==> config.mk <==
export PLATFORM = sky130hd
export DESIGN_NAME = body_frame_velocity_clamp_core
export DESIGN_NICKNAME = d
export VERILOG_FILES = /design/src/design/bfvc_pkg.sv /design/src/design/bfvc_cordic.sv /design/src/design/body_frame_velocity_clamp_core.sv
export SDC_FILE = /design/constraint.sdc
export NUM_CORES = 2
export LEC_CHECK = 0
export BUFFER_PORTS_ARGS = -buffer_cell sky130_fd_sc_hd__buf_2
export CAP_MARGIN = 40
export CORE_UTILIZATION = 50
export DETAILED_ROUTE_END_ITERATION = 10
export GPL_TIMING_DRIVEN = 0
export PLACE_DENSITY = 0.63
export REMOVE_ABC_BUFFERS = 1
export SETUP_SLACK_MARGIN = 0.2
export SLEW_MARGIN = 20
export SYNTH_ARGS = -nofsm -noshare
export SYNTH_HDL_FRONTEND = slang
export SYNTH_SLANG_ARGS = --single-unit
==> constraint.sdc <==
create_clock -name clk -period 17.2 [get_ports clk]
set_clock_uncertainty 0.05 [all_clocks]
set_input_delay 0.86 -clock clk [delete_from_list [all_inputs] [get_ports clk]]
set_output_delay 0.86 -clock clk [all_outputs]
set_load 0.03 [all_outputs]
==> src/design/bfvc_pkg.sv <==
`timescale 1ns / 1ps
// ----------------------------------------------------------------------------
// bfvc_pkg
// Shared types, codes and constants for the body-frame velocity clamp.
// ----------------------------------------------------------------------------
package bfvc_pkg;

  localparam int CORDIC_STEPS = 16;
  localparam int ATAN_ENTRIES = 24;
  localparam int CORDIC_RUN   = (CORDIC_STEPS > ATAN_ENTRIES) ? ATAN_ENTRIES : CORDIC_STEPS;
  localparam int STEP_W       = $clog2(CORDIC_RUN);
  localparam int ATAN_IDX_W   = $clog2(ATAN_ENTRIES);

  localparam int VEL_W  = 16;
  localparam int CAP_W  = 15;
  localparam int CS_W   = 34;              // Q2.30 plus guard bits
  localparam int ZW     = 33;              // residual angle, 2^32 per turn
  localparam int PROD_W = CS_W + VEL_W;
  localparam int ACC_W  = PROD_W + 1;
  localparam int FRAC_SH = 30;
  localparam int RND_W  = ACC_W - FRAC_SH;

  typedef logic signed [CS_W-1:0] cs_t;

  typedef enum logic [1:0] {
    ST_IDLE,
    ST_ROT,
    ST_MUL,
    ST_FIN
  } state_t;

  localparam logic [1:0] FUNC_CMD  = 2'd0;
  localparam logic [1:0] FUNC_HEAD = 2'd1;
  localparam logic [1:0] FUNC_TICK = 2'd2;

  localparam logic [1:0] REG_FWD_CAP  = 2'd0;
  localparam logic [1:0] REG_LAT_CAP  = 2'd1;
  localparam logic [1:0] REG_TURN_CAP = 2'd2;

  localparam logic [CAP_W-1:0] FWD_CAP_RST  = 15'd1024;
  localparam logic [CAP_W-1:0] LAT_CAP_RST  = 15'd512;
  localparam logic [CAP_W-1:0] TURN_CAP_RST = 15'd1024;

  // 1/K for the infinite product, Q2.30
  localparam cs_t CORDIC_GAIN = 34'sd652032874;
  localparam logic signed [ACC_W-1:0] RND_HALF = ACC_W'(1) << (FRAC_SH - 1);

  // arctan(2^-i), 2^32 per turn
  function automatic logic [29:0] atan_turn(input logic [ATAN_IDX_W-1:0] idx);
    logic [29:0] v;
    case (idx)
      5'd0:    v = 30'h20000000;
      5'd1:    v = 30'h12E4051E;
      5'd2:    v = 30'h09FB385B;
      5'd3:    v = 30'h051111D4;
      5'd4:    v = 30'h028B0D43;
      5'd5:    v = 30'h0145D7E1;
      5'd6:    v = 30'h00A2F61E;
      5'd7:    v = 30'h00517C55;
      5'd8:    v = 30'h0028BE53;
      5'd9:    v = 30'h00145F2F;
      5'd10:   v = 30'h000A2F98;
      5'd11:   v = 30'h000517CC;
      5'd12:   v = 30'h00028BE6;
      5'd13:   v = 30'h000145F3;
      5'd14:   v = 30'h0000A2FA;
      5'd15:   v = 30'h0000517D;
      5'd16:   v = 30'h000028BE;
      5'd17:   v = 30'h0000145F;
      5'd18:   v = 30'h00000A30;
      5'd19:   v = 30'h00000518;
      5'd20:   v = 30'h0000028C;
      5'd21:   v = 30'h00000146;
      5'd22:   v = 30'h000000A3;
      5'd23:   v = 30'h00000051;
      default: v = 30'h0;
    endcase
    return v;
  endfunction

endpackage

==> src/design/bfvc_cordic.sv <==
`timescale 1ns / 1ps
// ----------------------------------------------------------------------------
// bfvc_cordic
// Iterative rotation-mode CORDIC: cosine and sine of a 16-bit binary angle,
// one micro-rotation per cycle on a shared add/shift datapath.
// ----------------------------------------------------------------------------
module bfvc_cordic (
  input  logic          clk,
  input  logic          rst_n,
  input  logic          start,
  input  logic [15:0]   angle,
  output logic          done,
  output bfvc_pkg::cs_t cos_out,
  output bfvc_pkg::cs_t sin_out
);
  import bfvc_pkg::*;

  cs_t                   x_r, y_r, dx, dy;
  logic signed [ZW-1:0]  z_r, da, z_init;
  logic [STEP_W-1:0]     step_r;
  logic                  run_r, done_r, flip_r, flip_in;
  logic [31:0]           z32;

  // quadrants 1 and 2 fold over by half a turn
  assign flip_in = angle[15] ^ angle[14];
  assign z32     = {angle[15] ^ flip_in, angle[14:0], 16'b0};
  assign z_init  = {z32[31], z32};

  assign dx = y_r >>> step_r;
  assign dy = x_r >>> step_r;
  assign da = {3'b000, atan_turn(ATAN_IDX_W'(step_r))};

  always_ff @(posedge clk) begin
    if (!rst_n) begin
      run_r  <= 1'b0;
      done_r <= 1'b0;
      step_r <= '0;
    end else begin
      done_r <= 1'b0;
      if (start) begin
        run_r  <= 1'b1;
        step_r <= '0;
      end else if (run_r) begin
        step_r <= step_r + STEP_W'(1);
        if (step_r == STEP_W'(CORDIC_RUN - 1)) begin
          run_r  <= 1'b0;
          done_r <= 1'b1;
        end
      end
    end
  end

  always_ff @(posedge clk) begin
    if (start) begin
      x_r    <= CORDIC_GAIN;
      y_r    <= '0;
      z_r    <= z_init;
      flip_r <= flip_in;
    end else if (run_r) begin
      if (!z_r[ZW-1]) begin
        x_r <= x_r - dx;
        y_r <= y_r + dy;
        z_r <= z_r - da;
      end else begin
        x_r <= x_r + dx;
        y_r <= y_r - dy;
        z_r <= z_r + da;
      end
    end
  end

  assign done    = done_r;
  assign cos_out = flip_r ? -x_r : x_r;
  assign sin_out = flip_r ? -y_r : y_r;

endmodule

==> src/design/body_frame_velocity_clamp_core.sv <==
`timescale 1ns / 1ps
// ----------------------------------------------------------------------------
// body_frame_velocity_clamp_core
// Rotates the held world-frame velocity into the body frame and clamps it and the turn rate.
// ----------------------------------------------------------------------------
// Sequence: a command or heading request is registered into the held state;
//   an inactive tick goes through FIN into the output register; an active
//   tick runs 16 CORDIC steps, the done handoff, the multiply phase on one
//   shared 34x16 multiplier, then the clamp/output step in FIN. No new
//   request is taken until the result is loaded; in_tready is low meanwhile.
// Reset (rst_n sync, active low): caps to 1.0/0.5/1.0, held state and flags
//   cleared, output empty.
// ----------------------------------------------------------------------------
module body_frame_velocity_clamp_core (
  input  logic        clk,
  input  logic        rst_n,
  // input request stream
  input  logic        in_tvalid,
  output logic        in_tready,
  input  logic [63:0] in_tdata,   // vel_x[15:0], vel_y[31:16], yaw_rate[47:32], heading[63:48]
  input  logic [1:0]  in_tuser,   // func[1:0]
  // result stream
  output logic        out_tvalid,
  input  logic        out_tready,
  output logic [47:0] out_tdata,  // body_vx[15:0], body_vy[31:16], body_turn[47:32]
  output logic        out_tuser,  // active[0]
  // configuration writes
  input  logic        cfg_we,
  input  logic [1:0]  cfg_index,
  input  logic [14:0] cfg_wdata
);
  import bfvc_pkg::*;

  localparam logic [2:0] MUL_LAST = 3'd4;

  state_t state_r, state_nxt;

  // configuration
  logic [CAP_W-1:0] fwd_cap_r, lat_cap_r, turn_cap_r;

  // held command and heading
  logic signed [VEL_W-1:0] held_vx_r, held_vy_r, held_turn_r;
  logic [15:0]             held_heading_r;
  logic                    got_cmd_r, got_head_r, active_r;

  logic in_acc, is_tick, tick_active;

  // CORDIC
  logic cordic_start, cordic_done;
  cs_t  cos_v, sin_v;

  // shared multiplier and accumulators
  logic [2:0]               k_r;
  cs_t                      mul_a;
  logic signed [VEL_W-1:0]  mul_b;
  logic signed [PROD_W-1:0] prod_r;
  logic signed [ACC_W-1:0]  bx_r, by_r, bx_sum, by_sum;
  logic signed [RND_W-1:0]  bx_rnd, by_rnd, turn_ext;

  // output register
  logic        out_tvalid_r, out_tuser_r, out_load;
  logic [47:0] out_tdata_r;
  logic [47:0] res_data;

  function automatic logic [15:0] clamp_cap(input logic signed [RND_W-1:0] v,
                                            input logic [CAP_W-1:0] cap);
    logic signed [RND_W-1:0] c;
    logic signed [RND_W-1:0] r;
    c = $signed({{(RND_W - CAP_W){1'b0}}, cap});
    if (v > c)       r = c;
    else if (v < -c) r = -c;
    else             r = v;
    return r[15:0];
  endfunction

  assign in_acc      = in_tvalid && in_tready;
  assign is_tick     = (in_tuser == FUNC_TICK);
  assign tick_active = got_cmd_r && got_head_r;
  assign out_load    = (state_r == ST_FIN) && (!out_tvalid_r || out_tready);

  // --------------------------------------------------------------------------
  // Sequencer: IDLE takes requests; an active tick runs ROT -> MUL -> FIN,
  // an inactive one goes to FIN. FIN waits only for a free output register,
  // so command and heading requests are taken while a result sits unread.
  // --------------------------------------------------------------------------
  always_ff @(posedge clk) begin
    if (!rst_n) state_r <= ST_IDLE;
    else        state_r <= state_nxt;
  end

  always_comb begin
    state_nxt    = state_r;
    cordic_start = 1'b0;
    in_tready    = 1'b0;
    unique case (state_r)
      ST_IDLE: begin
        in_tready = 1'b1;
        if (in_tvalid && is_tick) begin
          if (tick_active) begin
            cordic_start = 1'b1;
            state_nxt    = ST_ROT;
          end else begin
            state_nxt = ST_FIN;
          end
        end
      end
      ST_ROT: begin
        if (cordic_done) state_nxt = ST_MUL;
      end
      ST_MUL: begin
        if (k_r == MUL_LAST) state_nxt = ST_FIN;
      end
      ST_FIN: begin
        if (out_load) state_nxt = ST_IDLE;
      end
      default: state_nxt = ST_IDLE;
    endcase
  end

  // --------------------------------------------------------------------------
  // Config and held state
  // --------------------------------------------------------------------------
  always_ff @(posedge clk) begin
    if (!rst_n) begin
      fwd_cap_r      <= FWD_CAP_RST;
      lat_cap_r      <= LAT_CAP_RST;
      turn_cap_r     <= TURN_CAP_RST;
      held_vx_r      <= '0;
      held_vy_r      <= '0;
      held_turn_r    <= '0;
      held_heading_r <= '0;
      got_cmd_r      <= 1'b0;
      got_head_r     <= 1'b0;
      active_r       <= 1'b0;
    end else begin
      if (cfg_we) begin
        unique case (cfg_index)
          REG_FWD_CAP:  fwd_cap_r  <= cfg_wdata;
          REG_LAT_CAP:  lat_cap_r  <= cfg_wdata;
          REG_TURN_CAP: turn_cap_r <= cfg_wdata;
          default: ;  // unmapped index: write dropped
        endcase
      end
      if (in_acc) begin
        unique case (in_tuser)
          FUNC_CMD: begin
            held_vx_r   <= in_tdata[15:0];
            held_vy_r   <= in_tdata[31:16];
            held_turn_r <= in_tdata[47:32];
            got_cmd_r   <= 1'b1;
          end
          FUNC_HEAD: begin
            held_heading_r <= in_tdata[63:48];
            got_head_r     <= 1'b1;
          end
          FUNC_TICK: active_r <= tick_active;
          default: ;  // unknown kind: taken and dropped
        endcase
      end
    end
  end

  bfvc_cordic u_cordic (
    .clk     (clk),
    .rst_n   (rst_n),
    .start   (cordic_start),
    .angle   (held_heading_r),
    .done    (cordic_done),
    .cos_out (cos_v),
    .sin_out (sin_v)
  );

  // --------------------------------------------------------------------------
  // Multiply phase, one product per cycle, registered and accumulated in the cycle after:
  //   bx = c*vx + s*vy,  by = c*vy - s*vx   (Q7.40)
  // --------------------------------------------------------------------------
  always_comb begin
    case (k_r)
      3'd0:    begin mul_a = cos_v; mul_b = held_vx_r; end
      3'd1:    begin mul_a = sin_v; mul_b = held_vy_r; end
      3'd2:    begin mul_a = cos_v; mul_b = held_vy_r; end
      default: begin mul_a = sin_v; mul_b = held_vx_r; end
    endcase
  end

  always_ff @(posedge clk) begin
    if (!rst_n) begin
      k_r <= '0;
    end else if (state_r == ST_MUL) begin
      k_r <= k_r + 3'd1;
    end else begin
      k_r <= '0;
    end
  end

  always_ff @(posedge clk) begin
    if (state_r == ST_MUL) begin
      prod_r <= mul_a * mul_b;
      case (k_r)
        3'd1:    bx_r <= ACC_W'(prod_r);
        3'd2:    bx_r <= bx_r + ACC_W'(prod_r);
        3'd3:    by_r <= ACC_W'(prod_r);
        3'd4:    by_r <= by_r - ACC_W'(prod_r);
        default: ;
      endcase
    end
  end

  // round to Q5.10 (add half, floor shift), then clamp symmetrically
  assign bx_sum   = bx_r + RND_HALF;
  assign by_sum   = by_r + RND_HALF;
  assign bx_rnd   = RND_W'(bx_sum >>> FRAC_SH);
  assign by_rnd   = RND_W'(by_sum >>> FRAC_SH);
  assign turn_ext = RND_W'(held_turn_r);

  assign res_data = {clamp_cap(turn_ext, turn_cap_r),
                     clamp_cap(by_rnd, lat_cap_r),
                     clamp_cap(bx_rnd, fwd_cap_r)};

  // --------------------------------------------------------------------------
  // Output register
  // --------------------------------------------------------------------------
  always_ff @(posedge clk) begin
    if (!rst_n) begin
      out_tvalid_r <= 1'b0;
    end else if (out_load) begin
      out_tvalid_r <= 1'b1;
    end else if (out_tready) begin
      out_tvalid_r <= 1'b0;
    end
  end

  always_ff @(posedge clk) begin
    if (out_load) begin
      out_tuser_r <= active_r;
      out_tdata_r <= active_r ? res_data : '0;
    end
  end

  assign out_tvalid = out_tvalid_r;
  assign out_tdata  = out_tdata_r;
  assign out_tuser  = out_tuser_r;

  // --------------------------------------------------------------------------
  // Assertions
  // --------------------------------------------------------------------------
  a_cordic_done_in_rot: assert property (@(posedge clk) disable iff (!rst_n)
    cordic_done |-> (state_r == ST_ROT))
    else $error("CORDIC finished outside rotation phase");

  a_active_tick_starts: assert property (@(posedge clk) disable iff (!rst_n)
    (in_acc && is_tick && tick_active) |=> (state_r == ST_ROT))
    else $error("active tick did not start rotation");

  a_inactive_zero: assert property (@(posedge clk) disable iff (!rst_n)
    (out_tvalid && !out_tuser) |-> (out_tdata == 48'd0))
    else $error("inactive result carries nonzero data");

  a_fwd_in_cap: assert property (@(posedge clk) disable iff (!rst_n)
    (out_tvalid && out_tuser) |->
      ($signed(out_tdata[15:0]) <= $signed({1'b0, fwd_cap_r}) &&
       $signed(out_tdata[15:0]) >= -$signed({1'b0, fwd_cap_r})))
    else $error("forward speed outside cap");

endmodule
==> flow_summary.toml <==
[worst_setup_path]
crit_path_max_fanout = 13
end_kind = "register"
worst-path-stages = 30
path_buf_inv = 4
cpPeakStageDelay_ns = 0.64
crit_type = "register to register"
r2r_start = "u_cordic.x_r[12]$_SDFFE_PP1P_"
cp-start-kind = "register"
arrival_ns = 10.83
cp_slowest_cell = "or4_1"
path_common_cell = "fa_1"
startpoint = "u_cordic.x_r[12]$_SDFFE_PP1P_"
path_delay_family = "adder cells"
crit_required_ns = 17.45
r2r_cells = 30

[place]
hpwl_um = 139000
routabilityCongestion = 0.998
numPortBuffers = 138

[cts]
htree_levels = 2
cts_inserted_buffers = 55
clock_sinks = 457
clk_path_buf_depth = 3
cts_hold_buf = 0
cts_tree = "done"
cts-root-buf = "clkbuf_16"
clk_pin_slew_worst_paths_ns = 0.06
cts_resized = 0
clock_latency_ns = 0.69
cts_setup_buffers = 0

[yosys]
yosys_warnings = 0
async_flop_share_pct = 0
syn-cell-area_mm2 = 0.0591
yosysTopAreaCellShare_pct = 17.6
synthCells = 7036
synth_seq_cells = 457
synth.area.top_cells = "fa_1 (18%), edfxtp_1 (11%), ha_1 (9.5%)"
seq_area_frac_synth_pct = 19.2
synth-edff-count = 219
synth_cell_types = 103
synth_top_flop_cell = "dfxtp_1"
yosysTopAreaCell = "fa_1"
syn_avg_cell_area_um2 = 8.40

[hold_path]
hold_path_class = "input port to register"
min_path_cells = 3
min_from = "in_tdata[5]"

[sta]
rsz0062_at_grt = "no"
hold_viol_final = 0
fmax_ghz = 0.0945
fin_tns_setup_ns = 0
worstMarginPinSlew_ns = 0.999
whs_ns = 0.364
post-route-period-util_pct = 61.5
maxSlewViolCount = 0
fin_crit_ns = 10.58
relSlewSlack_pct = 33.0
finalSetupViolations = 0

[routing]
via_per_inst = 5.93
drtAntennaViolNets = 0
dr_total_vias = 50700
wire_per_inst_um = 20.4
drc = 0
drtPass1Iterations = 9
drt_iter0_drc = 4147
wl_um = 175000

[floorplan]
die_h_um = 346
io_pins = 139
placementRows = 125
die_area_mm2 = 0.120
dieWidth_um = 346
core-area_mm2 = 0.117
initial_core_util_pct = 50.7

[final_layout]
mostFrequentLayoutCells = "nand2_1 (941), inv_1 (810), nor2_1 (567)"
layout_commonest_cell = "nand2_1"
drive_gt1_share_pct = 8.07
multi_input_area_mm2 = 0.0436
area_growth_pct = 8.37
fillers = 10900
seqCellArea_mm2 = 0.0114
final_nets = 8034

[global_route]
grt.overflow.total = 0
grt_pass1_vias = 48500
grtUsageTotal_pct = 28.9
grt_max_degree = 96
antenna_found_initial = 7
grt_pass1_wl_um = 276000

[pwr]
irDropWorstVdd_v = 0.0000992
p_leak_nw = 27.9
power.density_mw_per_mm2 = 110

[run_status]
status = "finished clean"

[flow_run]
max-cap-violations = 0
-- metal layers --
metal	vias up	global-route usage [%]	part of all wire (%)
li1	24000	-	-
met1	24600	40.7	45
met2	1821	45.4	45
met3	285	4.37	7.3
met4	12	9.33	3.4
met5	-	0.160	0.053
-- path summary, 6_finish.rpt --
kind | endpoint | slack, ns
max | prod_r[49]$_DFFE_PP_ | 6.62
min | held_vx_r[5]$_SDFFE_PN0P_ | 0.36
max reg2reg | prod_r[49]$_DFFE_PP_ | 6.62
min reg2reg | held_vy_r[9]$_SDFFE_PN0P_ | 0.40
-- metrics by stage --
stage          instances  area [um2]  setup WS, ns  power, mW  utilization [%]
3_3_place_gp        8350       60300          2.58       5.61             51.7
6_report            8551       64100          6.62       7.07             54.9
4_1_cts             8543       64000          6.74       7.04             54.8
5_1_grt             8550       64100          6.32       7.60             54.9
3_5_place_dp        8440       62100          6.81       5.77             53.2
2_1_floorplan       6688       57700          6.38       4.51                -
-- cell type report --
| class | count | area share, % |
|---|---|---|
| Multi-Input combinational cell | 5410 | 68.0 |
| Sequential cell | 457 | 17.7 |
| Inverter | 821 | 4.82 |
| Timing Repair Buffer | 235 | 3.45 |
| Tap cell | 1524 | 2.98 |
| Clock buffer | 75 | 2.41 |
| Clock inverter | 28 | 0.560 |
| Antenna cell | 1 | 0.00391 |
-- worst reg2reg max path: cells and delay by family (launching register included) --
kind                       cells  cell delay [ns]
adders and majority gates      7             3.43
and+or+nand+nor                9             2.60
AOI/OAI and AO/OA              9             3.23
DFF                            1             0.49
xor gates and xnor gates       1             0.18
buffers and inverters          4             0.20
-- kinds of logic after synthesis --
group                      share of synthesized area [%]
buffers and inverters                               7.61
DFF                                                 19.2
muxes                                               6.32
xor gates and xnor gates                            6.53
adders and majority gates                           27.0
AOI/OAI and AO/OA                                   16.3
and+or+nand+nor                                     17.0
-- where the power goes --
part / internal, mW / total, mW / switching (mW)
clock network: 0.721 / 1.24 / 0.514
logic: 1.63 / 4.14 / 2.51
registers: 1.35 / 1.69 / 0.341
total: 3.70 / 7.07 / 3.36
-- registers in the layout, summed over array words and instances (netlist names), 16 cells and up --
signal,flops
held_turn_r,16
held_vy_r,16
by_r,51
u_cordic.da,30
out_tdata,48
bx_r,51
u_cordic.z_r,33
u_cordic.y_r,34
held_vx_r,16
prod_r,50
u_cordic.x_r,34
held_heading_r,16
-- synthesized netlist by cell type, types with 100 or more instances --
master / instances
nand3_1: 120
a21oi_1: 472
inv_1: 814
ha_1: 447
dfxtp_1: 238
clkbuf_1: 273
mux2i_1: 140
xor2_1: 187
o21ai_0: 310
fa_1: 519
a21o_1: 142
xnor2_1: 252
edfxtp_1: 219
nor3_1: 100
nand2_1: 942
nor2_1: 570
Note: power is estimated with default switching activity, not from simulation.
